## src/design/fsbr_pkg.sv

```systemverilog
package fsbr_pkg;

  // Reset value of the frame start timeout, in sample ticks.
  localparam logic [15:0] TIMEOUT_RESET = 16'd5100;

  // Bit counter codes within one byte.
  localparam logic [3:0] BITS_PER_BYTE = 4'd8;
  localparam logic [3:0] ACK_INDEX     = 4'd9;
  localparam logic [3:0] FIRST_BIT     = 4'd1;

  // One sample of the three serial pins.
  typedef struct packed {
    logic frame_level;
    logic clock_level;
    logic data_level;
  } sample_t;

  // One result per sample.
  typedef struct packed {
    logic       data_release;
    logic       byte_valid;
    logic [7:0] byte_value;
    logic       frame_done;
    logic [7:0] frame_length;
    logic       timed_out;
  } result_t;

endpackage

```

## src/design/fsbr_core.sv

```systemverilog
module fsbr_core import fsbr_pkg::*; #(
  parameter int unsigned MAX_FRAME_BYTES = 255
) (
  input  logic        clk,
  input  logic        rst,
  input  logic        step,
  input  sample_t     sample,
  input  logic [15:0] timeout_ticks,
  output result_t     result
);

  typedef enum logic [1:0] {
    PH_WAIT_FRAME   = 2'd0,
    PH_WAIT_CLK_LOW = 2'd1,
    PH_RECEIVE      = 2'd2
  } phase_t;

  localparam logic [7:0] MAX_COUNT = 8'(MAX_FRAME_BYTES);

  phase_t      phase, phase_next;
  logic [15:0] wait_count, wait_count_next;
  logic        prev_clock;
  logic [3:0]  bit_index, bit_index_next;
  logic [7:0]  shift_byte, shift_byte_next;
  logic [7:0]  byte_count, byte_count_next;
  logic        ack_drive, ack_drive_next;

  logic        rise, fall, boundary;
  logic [16:0] wait_inc;

  assign rise     = !prev_clock && sample.clock_level;
  assign fall     = prev_clock && !sample.clock_level;
  assign boundary = (bit_index == 4'd0) || (bit_index == FIRST_BIT && sample.clock_level);
  assign wait_inc = {1'b0, wait_count} + 17'd1;

  always_comb begin
    phase_next      = phase;
    wait_count_next = wait_count;
    bit_index_next  = bit_index;
    shift_byte_next = shift_byte;
    byte_count_next = byte_count;
    ack_drive_next  = ack_drive;
    result          = '0;

    unique case (phase)
      PH_WAIT_CLK_LOW: begin
        if (!sample.frame_level) begin
          result.frame_done = 1'b1;
          phase_next        = PH_WAIT_FRAME;
          wait_count_next   = '0;
          bit_index_next    = '0;
          shift_byte_next   = '0;
          byte_count_next   = '0;
          ack_drive_next    = 1'b1;
        end else if (!sample.clock_level) begin
          phase_next      = PH_RECEIVE;
          bit_index_next  = '0;
          shift_byte_next = '0;
        end
      end
      PH_RECEIVE: begin
        if (!sample.frame_level && boundary) begin
          result.frame_done   = 1'b1;
          result.frame_length = byte_count;
          phase_next          = PH_WAIT_FRAME;
          wait_count_next     = '0;
          bit_index_next      = '0;
          shift_byte_next     = '0;
          byte_count_next     = '0;
          ack_drive_next      = 1'b1;
        end else if (rise) begin
          if (bit_index < BITS_PER_BYTE) begin
            shift_byte_next = {shift_byte[6:0], sample.data_level};
            bit_index_next  = bit_index + 4'd1;
          end else if (bit_index == BITS_PER_BYTE && !ack_drive) begin
            result.byte_valid = 1'b1;
            result.byte_value = shift_byte;
            bit_index_next    = ACK_INDEX;
          end
        end else if (fall) begin
          if (bit_index == BITS_PER_BYTE && ack_drive) begin
            ack_drive_next = 1'b0;
          end else if (bit_index == ACK_INDEX) begin
            ack_drive_next = 1'b1;
            if (byte_count < MAX_COUNT) begin
              byte_count_next = byte_count + 8'd1;
            end
            bit_index_next  = '0;
            shift_byte_next = '0;
          end
        end
      end
      default: begin
        // Waiting for frame start; the unused code behaves the same way.
        if (!sample.frame_level) begin
          wait_count_next = wait_inc[15:0];
          if (wait_inc >= {1'b0, timeout_ticks}) begin
            result.frame_done = 1'b1;
            result.timed_out  = 1'b1;
            phase_next        = PH_WAIT_FRAME;
            wait_count_next   = '0;
            bit_index_next    = '0;
            shift_byte_next   = '0;
            byte_count_next   = '0;
            ack_drive_next    = 1'b1;
          end
        end else begin
          wait_count_next = '0;
          bit_index_next  = '0;
          shift_byte_next = '0;
          byte_count_next = '0;
          ack_drive_next  = 1'b1;
          phase_next      = sample.clock_level ? PH_WAIT_CLK_LOW : PH_RECEIVE;
        end
      end
    endcase

    result.data_release = ack_drive_next;
  end

  always_ff @(posedge clk) begin
    if (rst) begin
      phase      <= PH_WAIT_FRAME;
      wait_count <= '0;
      prev_clock <= 1'b1;
      bit_index  <= '0;
      shift_byte <= '0;
      byte_count <= '0;
      ack_drive  <= 1'b1;
    end else if (step) begin
      phase      <= phase_next;
      wait_count <= wait_count_next;
      prev_clock <= sample.clock_level;
      bit_index  <= bit_index_next;
      shift_byte <= shift_byte_next;
      byte_count <= byte_count_next;
      ack_drive  <= ack_drive_next;
    end
  end

endmodule

```

## src/design/framed_serial_byte_receiver.sv

```systemverilog
// Framed serial byte receiver. Each input transfer carries one sample of the
// frame, serial clock and serial data pins, and each sample yields exactly
// one output transfer: the data line drive (0 pulls the line low as the
// acknowledge), a received byte when one completes, and an end-of-frame
// report with the byte count or a timeout flag. Bytes arrive most significant
// bit first on serial clock rising edges. The block takes one sample per
// clock cycle while the input is not stalled. A sample is held in the input
// register, and its result is then presented from the result register, so
// the output transfer follows the input transfer through both registers.
// The receiver state is updated as the sample moves between the two
// registers. The input stalls only while both registers are full and the
// output is stalled. The timeout register may be written only while no
// samples are in flight.
module framed_serial_byte_receiver import fsbr_pkg::*; #(
  parameter int unsigned MAX_FRAME_BYTES = 255
) (
  input  logic        clk,
  input  logic        rst,

  // Sample input channel.
  input  logic        in_valid,
  output logic        in_stall,
  input  logic        frame_level,
  input  logic        clock_level,
  input  logic        data_level,

  // Result output channel.
  output logic        out_valid,
  input  logic        out_stall,
  output logic        data_release,
  output logic        byte_valid,
  output logic [7:0]  byte_value,
  output logic        frame_done,
  output logic [7:0]  frame_length,
  output logic        timed_out,

  // Timeout register write channel.
  input  logic        cfg_valid,
  output logic        cfg_ready,
  input  logic [15:0] timeout_ticks
);

  logic        in_full;
  sample_t     in_sample;
  logic        out_full;
  result_t     out_result;
  result_t     core_result;
  logic        out_free;
  logic        advance;
  logic [15:0] timeout;

  // The result register frees up when it is empty or its transfer completes
  // this cycle. The held sample advances whenever the result register is free,
  // and the input register then takes a new sample in the same cycle.
  assign out_free = !out_full || !out_stall;
  assign advance  = in_full && out_free;
  assign in_stall = in_full && !out_free;

  // Writes are always taken; only the user keeps register changes to idle.
  assign cfg_ready = 1'b1;

  always_ff @(posedge clk) begin
    if (rst) begin
      timeout <= TIMEOUT_RESET;
    end else if (cfg_valid) begin
      timeout <= timeout_ticks;
    end
  end

  always_ff @(posedge clk) begin
    if (rst) begin
      in_full <= 1'b0;
    end else if (!in_stall) begin
      in_full <= in_valid;
    end
    if (in_valid && !in_stall) begin
      in_sample <= '{frame_level: frame_level, clock_level: clock_level,
                     data_level: data_level};
    end
  end

  // Receiver state and per-sample decode. The state steps exactly once for
  // each sample, at the edge where that sample enters the result register.
  fsbr_core #(
    .MAX_FRAME_BYTES(MAX_FRAME_BYTES)
  ) u_core (
    .clk           (clk),
    .rst           (rst),
    .step          (advance),
    .sample        (in_sample),
    .timeout_ticks (timeout),
    .result        (core_result)
  );

  always_ff @(posedge clk) begin
    if (rst) begin
      out_full <= 1'b0;
    end else if (out_free) begin
      out_full <= advance;
    end
    if (advance) begin
      out_result <= core_result;
    end
  end

  assign out_valid    = out_full;
  assign data_release = out_result.data_release;
  assign byte_valid   = out_result.byte_valid;
  assign byte_value   = out_result.byte_value;
  assign frame_done   = out_result.frame_done;
  assign frame_length = out_result.frame_length;
  assign timed_out    = out_result.timed_out;

endmodule
```

## config.mk

```make
export PLATFORM = sky130hd
export DESIGN_NAME = framed_serial_byte_receiver
export DESIGN_NICKNAME = d
export VERILOG_FILES = /design/src/design/fsbr_pkg.sv /design/src/design/fsbr_core.sv /design/src/design/framed_serial_byte_receiver.sv
export SDC_FILE = /design/constraint.sdc
export NUM_CORES = 1
export LEC_CHECK = 0
export ABC_AREA = 1
export BUFFER_PORTS_ARGS = -buffer_cell sky130_fd_sc_hd__buf_2
export CAP_MARGIN = 25
export CELL_PAD_IN_SITES_DETAIL_PLACEMENT = 2
export CELL_PAD_IN_SITES_GLOBAL_PLACEMENT = 2
export CORE_UTILIZATION = 35
export DETAILED_ROUTE_END_ITERATION = 7
export PLACE_DENSITY_LB_ADDON = 0.1
export SYNTH_ARGS = -nofsm -noshare
export SYNTH_HDL_FRONTEND = slang
export SYNTH_SLANG_ARGS = --single-unit
```

## constraint.sdc

```tcl
create_clock -name clk -period 3.81 [get_ports clk]
set_clock_uncertainty 0.2 [all_clocks]
set_input_delay 0.381 -clock clk [delete_from_list [all_inputs] [get_ports clk]]
set_output_delay 0.381 -clock clk [all_outputs]
set_load 0.02 [all_outputs]
```

== Word-level counts from Yosys, hierarchy flattened ==
Cells that the tools add are included.

* Equality and inequality tests: 18
* Multiplexer cells: 58
* Reduce and logical (&&, ||, !) cells: 30
* Bitwise gates (word level): 3
* Magnitude comparators: 3
* Add/sub/neg operators: 3

{| class="wikitable"
|+ Operators with widths
! cell !! number
|-
| $mux 8 || 17
|-
| $mux 16 || 4
|-
| $mux 4 || 11
|-
| $pmux 16 s2 || 1
|-
| $pmux 8 s2 || 2
|-
| $mux 9 || 2
|-
| $add 16x1->17 const B || 1
|-
| $ge 17x16->1 || 1
|-
| $reduce_and 7->1 || 2
|-
| $mux 2 || 6
|-
| $mux 1 || 11
|-
| $logic_and 1x1->1 || 9
|-
| $ne 3x1->1 const B || 3
|-
| $add 8x1->8 const B || 1
|-
| $eq 4x4->1 const B || 2
|-
| $logic_not 1->1 || 8
|-
| $lt 8x8->1 const B || 1
|-
| $ne 4x1->1 const B || 2
|-
| $pmux 4 s2 || 1
|-
| $reduce_and 8->1 || 1
|-
| $ne 3x3->1 const B || 2
|-
| $ne 5x5->1 const B || 1
|-
| $reduce_or 5->1 || 1
|-
| $add 4x1->4 const B || 1
|-
| 20 further kinds || 24
|}

* Flip-flop bits (word level): 81
* Input bits: 24

== Longest topological paths before layout ==
* Word-level depth: 8
* Gate-level depth with buffers: 21
* Depth with buffers taken out: 20

== Cells and area by module ==
A second synthesis with hierarchy kept.

* Cell total of the unflattened synthesis: 589
* Area total of the unflattened synthesis: 4375.4 µm²

{| class="wikitable"
|+ By module, submodules not included
! module !! times used !! seq. area each (µm²) !! cells each !! area an instance (µm²)
|-
| fsbr_core || 1 || 800.8 || 483 || 3027.9
|-
| framed_serial_byte_receiver || 1 || 1051.0 || 106 || 1347.5
|}

== Worst setup path before layout ==
OpenSTA, ideal clock, no wires.

* Path type: register -> register
* Start point: register u_core.wait_count[0]
* End point: register out_result (netlist bit frame_done), data pin
* Path buffers: 2
* Period minus slack after synthesis: 2.980 ns
* Path slack: 0.830 ns
* Arrival: 2.512 ns
* Cell stages (with the launch flop): 20
* Library setup time: 0.268 ns
* Cells stage by stage: dfxtp_1 ha_1 nand2_2 nor2_4 nand2_2 nor2_1 nand3_1 xnor2_1 ha_1 nand2_1 inv_1 nand2_1 nand2_1 nand2_1 o21ai_0 nor2_1 and2_4 buf_8 buf_12 o22ai_1

{| class="wikitable"
|+ RTL lines
! item !! line !! source
|-
| start: declaration || fsbr_core.sv:21 || <nowiki>logic [15:0] wait_count, wait_count_next;</nowiki>
|-
| start signal: assignment || fsbr_core.sv:132 || <nowiki>wait_count <= wait_count_next;</nowiki>
|-
| end signal: assignment || framed_serial_byte_receiver.sv:102 || <nowiki>out_result <= core_result;</nowiki>
|-
| end: declaration || framed_serial_byte_receiver.sv:46 || <nowiki>result_t out_result;</nowiki>
|}

==> summary.md <==
| Metric | Value |
|---|---|
| Crit path depth | `19` |
| Reg2reg path depth | `19` |
| Die area | `about 0.013 mm²` |
| Kind of critical path | `flip-flop to flip-flop` |
| Critical path endpoint category | `flip-flop` |
| CTS root buffer | `clkbuf_16` |
| Drt pass-1 iters | `4` |
| Fin. Hold Viols | `0` |
| Max Cap Violations | `0` |
| Nets@finish | `682` |
| Static Leak | `0.00230 µW` |
| Mean post-synth cell area | `7.74 µm²` |
| Pwr Density | `417 mW/mm²` |
| RSZ-0062 raised after global routing | `false` |
| Count of cell types in the netlist | `44` |
| Post-Syn Nets | `635` |
| Synth Register Bits | `81` |
| Length of routed met2 wiring | `6310 µm` |
| WP buf/inv | `2` |
| Post-Syn Area | `0.00454 mm²` |
| Setup violators final | `0` |
| Post-synthesis cell count | `586` |
| PnR Total Power | `2190 µW` |
| Overall Global Routing Usage | `20.8%` |
| Design area | `0.00525 mm²` |
| Num CTS Buffers | `9` |
| Final wirelength | `between 10000 and 15000 µm` |
| Sw frac | `between 20% and 30%` |
| Initial antenna violation count | `0` |
| Initial Util | `a little over a third` |
| CP Cell Sequence | `ha_1 -> nand2_2 -> nor2_4 -> nand2_2 -> nor2_1 -> nand3_1 -> xnor2_1 -> ha_1 -> nand2_1 -> inv_1 -> nand2_1 -> nand2_1 -> nand2_1 -> o21ai_0 -> nor2_1 -> and2_4 -> nand3_1 -> nand2_1 -> inv_1` |
| Period utilization | `approximately nine tenths` |
| DRC viols | `0` |
| Post-synthesis adder-cell area fraction | `6.89%` |
| CTS Buffer Depth | `2` |
| Main combinational cell family by area after synthesis | `simple AND/OR/NAND/NOR gates` |
| HP Class | `input port to flip-flop` |
| Layout cells sized above 1 | `roughly 17%` |
| WP data arrival | `3400 ps` |
| Drt wl/cell | `~16 µm` |
| Area Growth Syn to Fin | `15.7%` |
| Peak supply drop | `0.000229 V` |
| Rel. slew slack | `62.5%` |
| Mux contribution to synthesized area | `0%` |
| Critical-path maximum fanout | `19` |
| Clock power frac | `42.3%` |
| Minimum clock period | `approximately 3500 ps` |
| DRC violation total after the first TritonRoute iteration | `approximately 100` |
| CP Launch Type | `flip-flop` |
| Slew Viols, Final | `0` |
| WL met1 | `6290 µm` |
| Antenna Nets Post-Route | `0` |
| WHS Path Cells | `1` |
| Number of synthesized flops with an enable pin | `23` |
| CP max stage cell | `dfxtp_1` |
| Horiz. Die Dim | `116 µm` |
| Synth warn | `0` |
| Vias in the first global route | `4200` |
| Complex-gate fraction of the synthesized area | `10.3%` |
| Die height | `116 µm` |
| Largest net degree at the start of global routing | `31` |
| CTS tree | `built` |
| Crit path max-delay family | `simple AND/OR/NAND/NOR gates` |
| Internal | `1590 µW` |
| GP Congestion | `just over 0.8` |
| CTS sink cnt | `81` |
| Most frequent CP cell | `nand2_1` |
| Slew at the pin with the worst max-slew slack | `about 560 ps` |
| Vias | `3933` |
| Core outline area | `0.0126 mm²` |
| Reg clk slew, reported paths | `60 ps` |
| Simple-gate share of the synthesized area | `28.4%` |
| Vias per std cell | `4.86` |
| Fill cells | `1489` |
| CP peak stage delay | `~400 ps` |
| Placed Area | `0.00489 mm²` |
| Post-DP HPWL | `roughly 9600 µm` |
| Register area share after synthesis | `40.8%` |
| Logic pwr share | `13.9%` |
| Reg power frac | `43.8%` |
| Outcome | `completed` |
| Synth Area in XOR/XNOR | `2.89%` |
| Port bufs | `45` |
| Clock Latency Late Sink | `350 ps` |
| H-tree levels | `3` |
| WL met3 | `237 µm` |
| Top_reg_cell synth | `dfxtp_1` |
| Final setup TNS | `0 ps` |
| Top layer used by detailed routing | `met4` |
| Antenna Cells | `0` |
| Sw Pwr | `597 µW` |
| Overflow after GRT | `0` |
| Ys async rst share | `0%` |
| Fmax | `0.286 GHz` |
| Critical Path RT | `3710 ps` |
| First-pass GRT wire length | `between 20000 and 25000 µm` |
| Ports | `47` |
| Core Rows | `41` |
[cell families after synthesis]
kind of cell | count (synthesis)
flip-flops | 81
XOR/XNOR | 15
other | 1
buffers and inverters | 112
AO/OA/AOI/OAI | 82
AND/OR/NAND/NOR | 270
adder cells (fa/ha/maj) | 25
[final cells by class]
cell class | instances | area, µm² | area share, %
sequential | 81 | 1850 | 35.3
inverter | 95 | 364 | 6.94
multi-input combinational | 393 | 2210 | 42.1
tap | 172 | 215 | 4.10
clock inverter | 4 | 48.8 | 0.929
clock buffer | 12 | 268 | 5.10
timing repair buffer | 53 | 290 | 5.53
[metrics by stage]
| stage | hold WS [ps] | worst slack, ps | cells | utilization [%] |
|---|---|---|---|---|
| detailed placement | 269 | 226 | 790 | 38.8 |
| finish | 14.0 | 310 | 810 | 41.6 |
| floorplan | 236 | 830 | 586 | - |
| global placement | 263 | 411 | 790 | 38.8 |
| global route | 4.62 | 6.40 | 810 | 41.6 |
| CTS | 4.83 | 197 | 808 | 41.4 |
[state kept, by name, indices dropped and copies added, names as in the netlist, 2 cells and up]
| name | count |
|---|---|
| frame_length | 8 |
| u_core.shift_byte | 8 |
| timeout | 16 |
| u_core.byte_count | 8 |
| byte_value | 8 |
| in_sample | 3 |
| u_core.phase | 2 |
| u_core.bit_index | 4 |
| u_core.wait_count | 16 |
[cells in the final DEF (no fill, tap or decap), types with 5 or more instances in the layout]
cell,instances
dfxtp_1,58
o21ai_0,24
nand2_1,115
inv_1,88
nand3_2,9
buf_4,6
a21oi_2,9
a21oi_1,35
xor2_1,8
clkbuf_16,10
edfxtp_1,23
nand3_1,29
nand4_1,14
ha_1,25
nor2_1,72
nor3_1,9
o21ai_1,7
nand2_2,5
buf_2,45
xnor2_1,7
[metal layers]
layer / track usage, % / up-vias
li1: - / 1974
met1: 27.1 / 1903
met2: 35.5 / 44
met3: 2.77 / 12
met4: 7.01 / 0
met5: 0 / -
[final timing paths]
kind / endpoint / slack, ps / from
setup / recovery: data_release$_DFFE_PP_ / 310 / u_core.wait_count[0]$_SDFFE_PP0P_
hold / removal: in_sample[0]$_DFFE_PP_ / 10 / data_level
setup reg to reg: data_release$_DFFE_PP_ / 310 / u_core.wait_count[0]$_SDFFE_PP0P_
hold reg to reg: timeout[10]$_SDFFE_PP0P_ / 280 / timeout[10]$_SDFFE_PP0P_
[power by group through the flow]
stage | combinational (µW) | clock, µW | sequential, µW
2_1_floorplan | 207 | 0 | 980
3_3_place_gp | 282 | 0 | 975
3_5_place_dp | 300 | 0 | 978
4_1_cts | 305 | 952 | 960
5_1_grt | 345 | 985 | 964
6_report | 304 | 927 | 959
[cell usage after synthesis (9+ instances only)]
master	count	area (µm²)
nand2_1	115	432
inv_1	88	330
nor2_1	72	270
dfxtp_1	58	1160
a21oi_1	35	175
nand3_1	29	145
ha_1	25	313
o21ai_0	24	120
edfxtp_1	23	691
nand4_1	14	87.6
a21oi_2	9	78.8
nand3_2	9	90.1
nor3_1	9	45.0
[repair_timing]
| item | CTS | global route |
|---|---|---|
| buffers inserted | 0 | 2 |
| gates resized for setup | 0 | 1 |
| hold buffers | 2 | 0 |
| endpoints found under the setup margin | 0 | 4 |
| endpoints found under the hold margin | 2 | 0 |
Power figures use the tool's default switching activity.
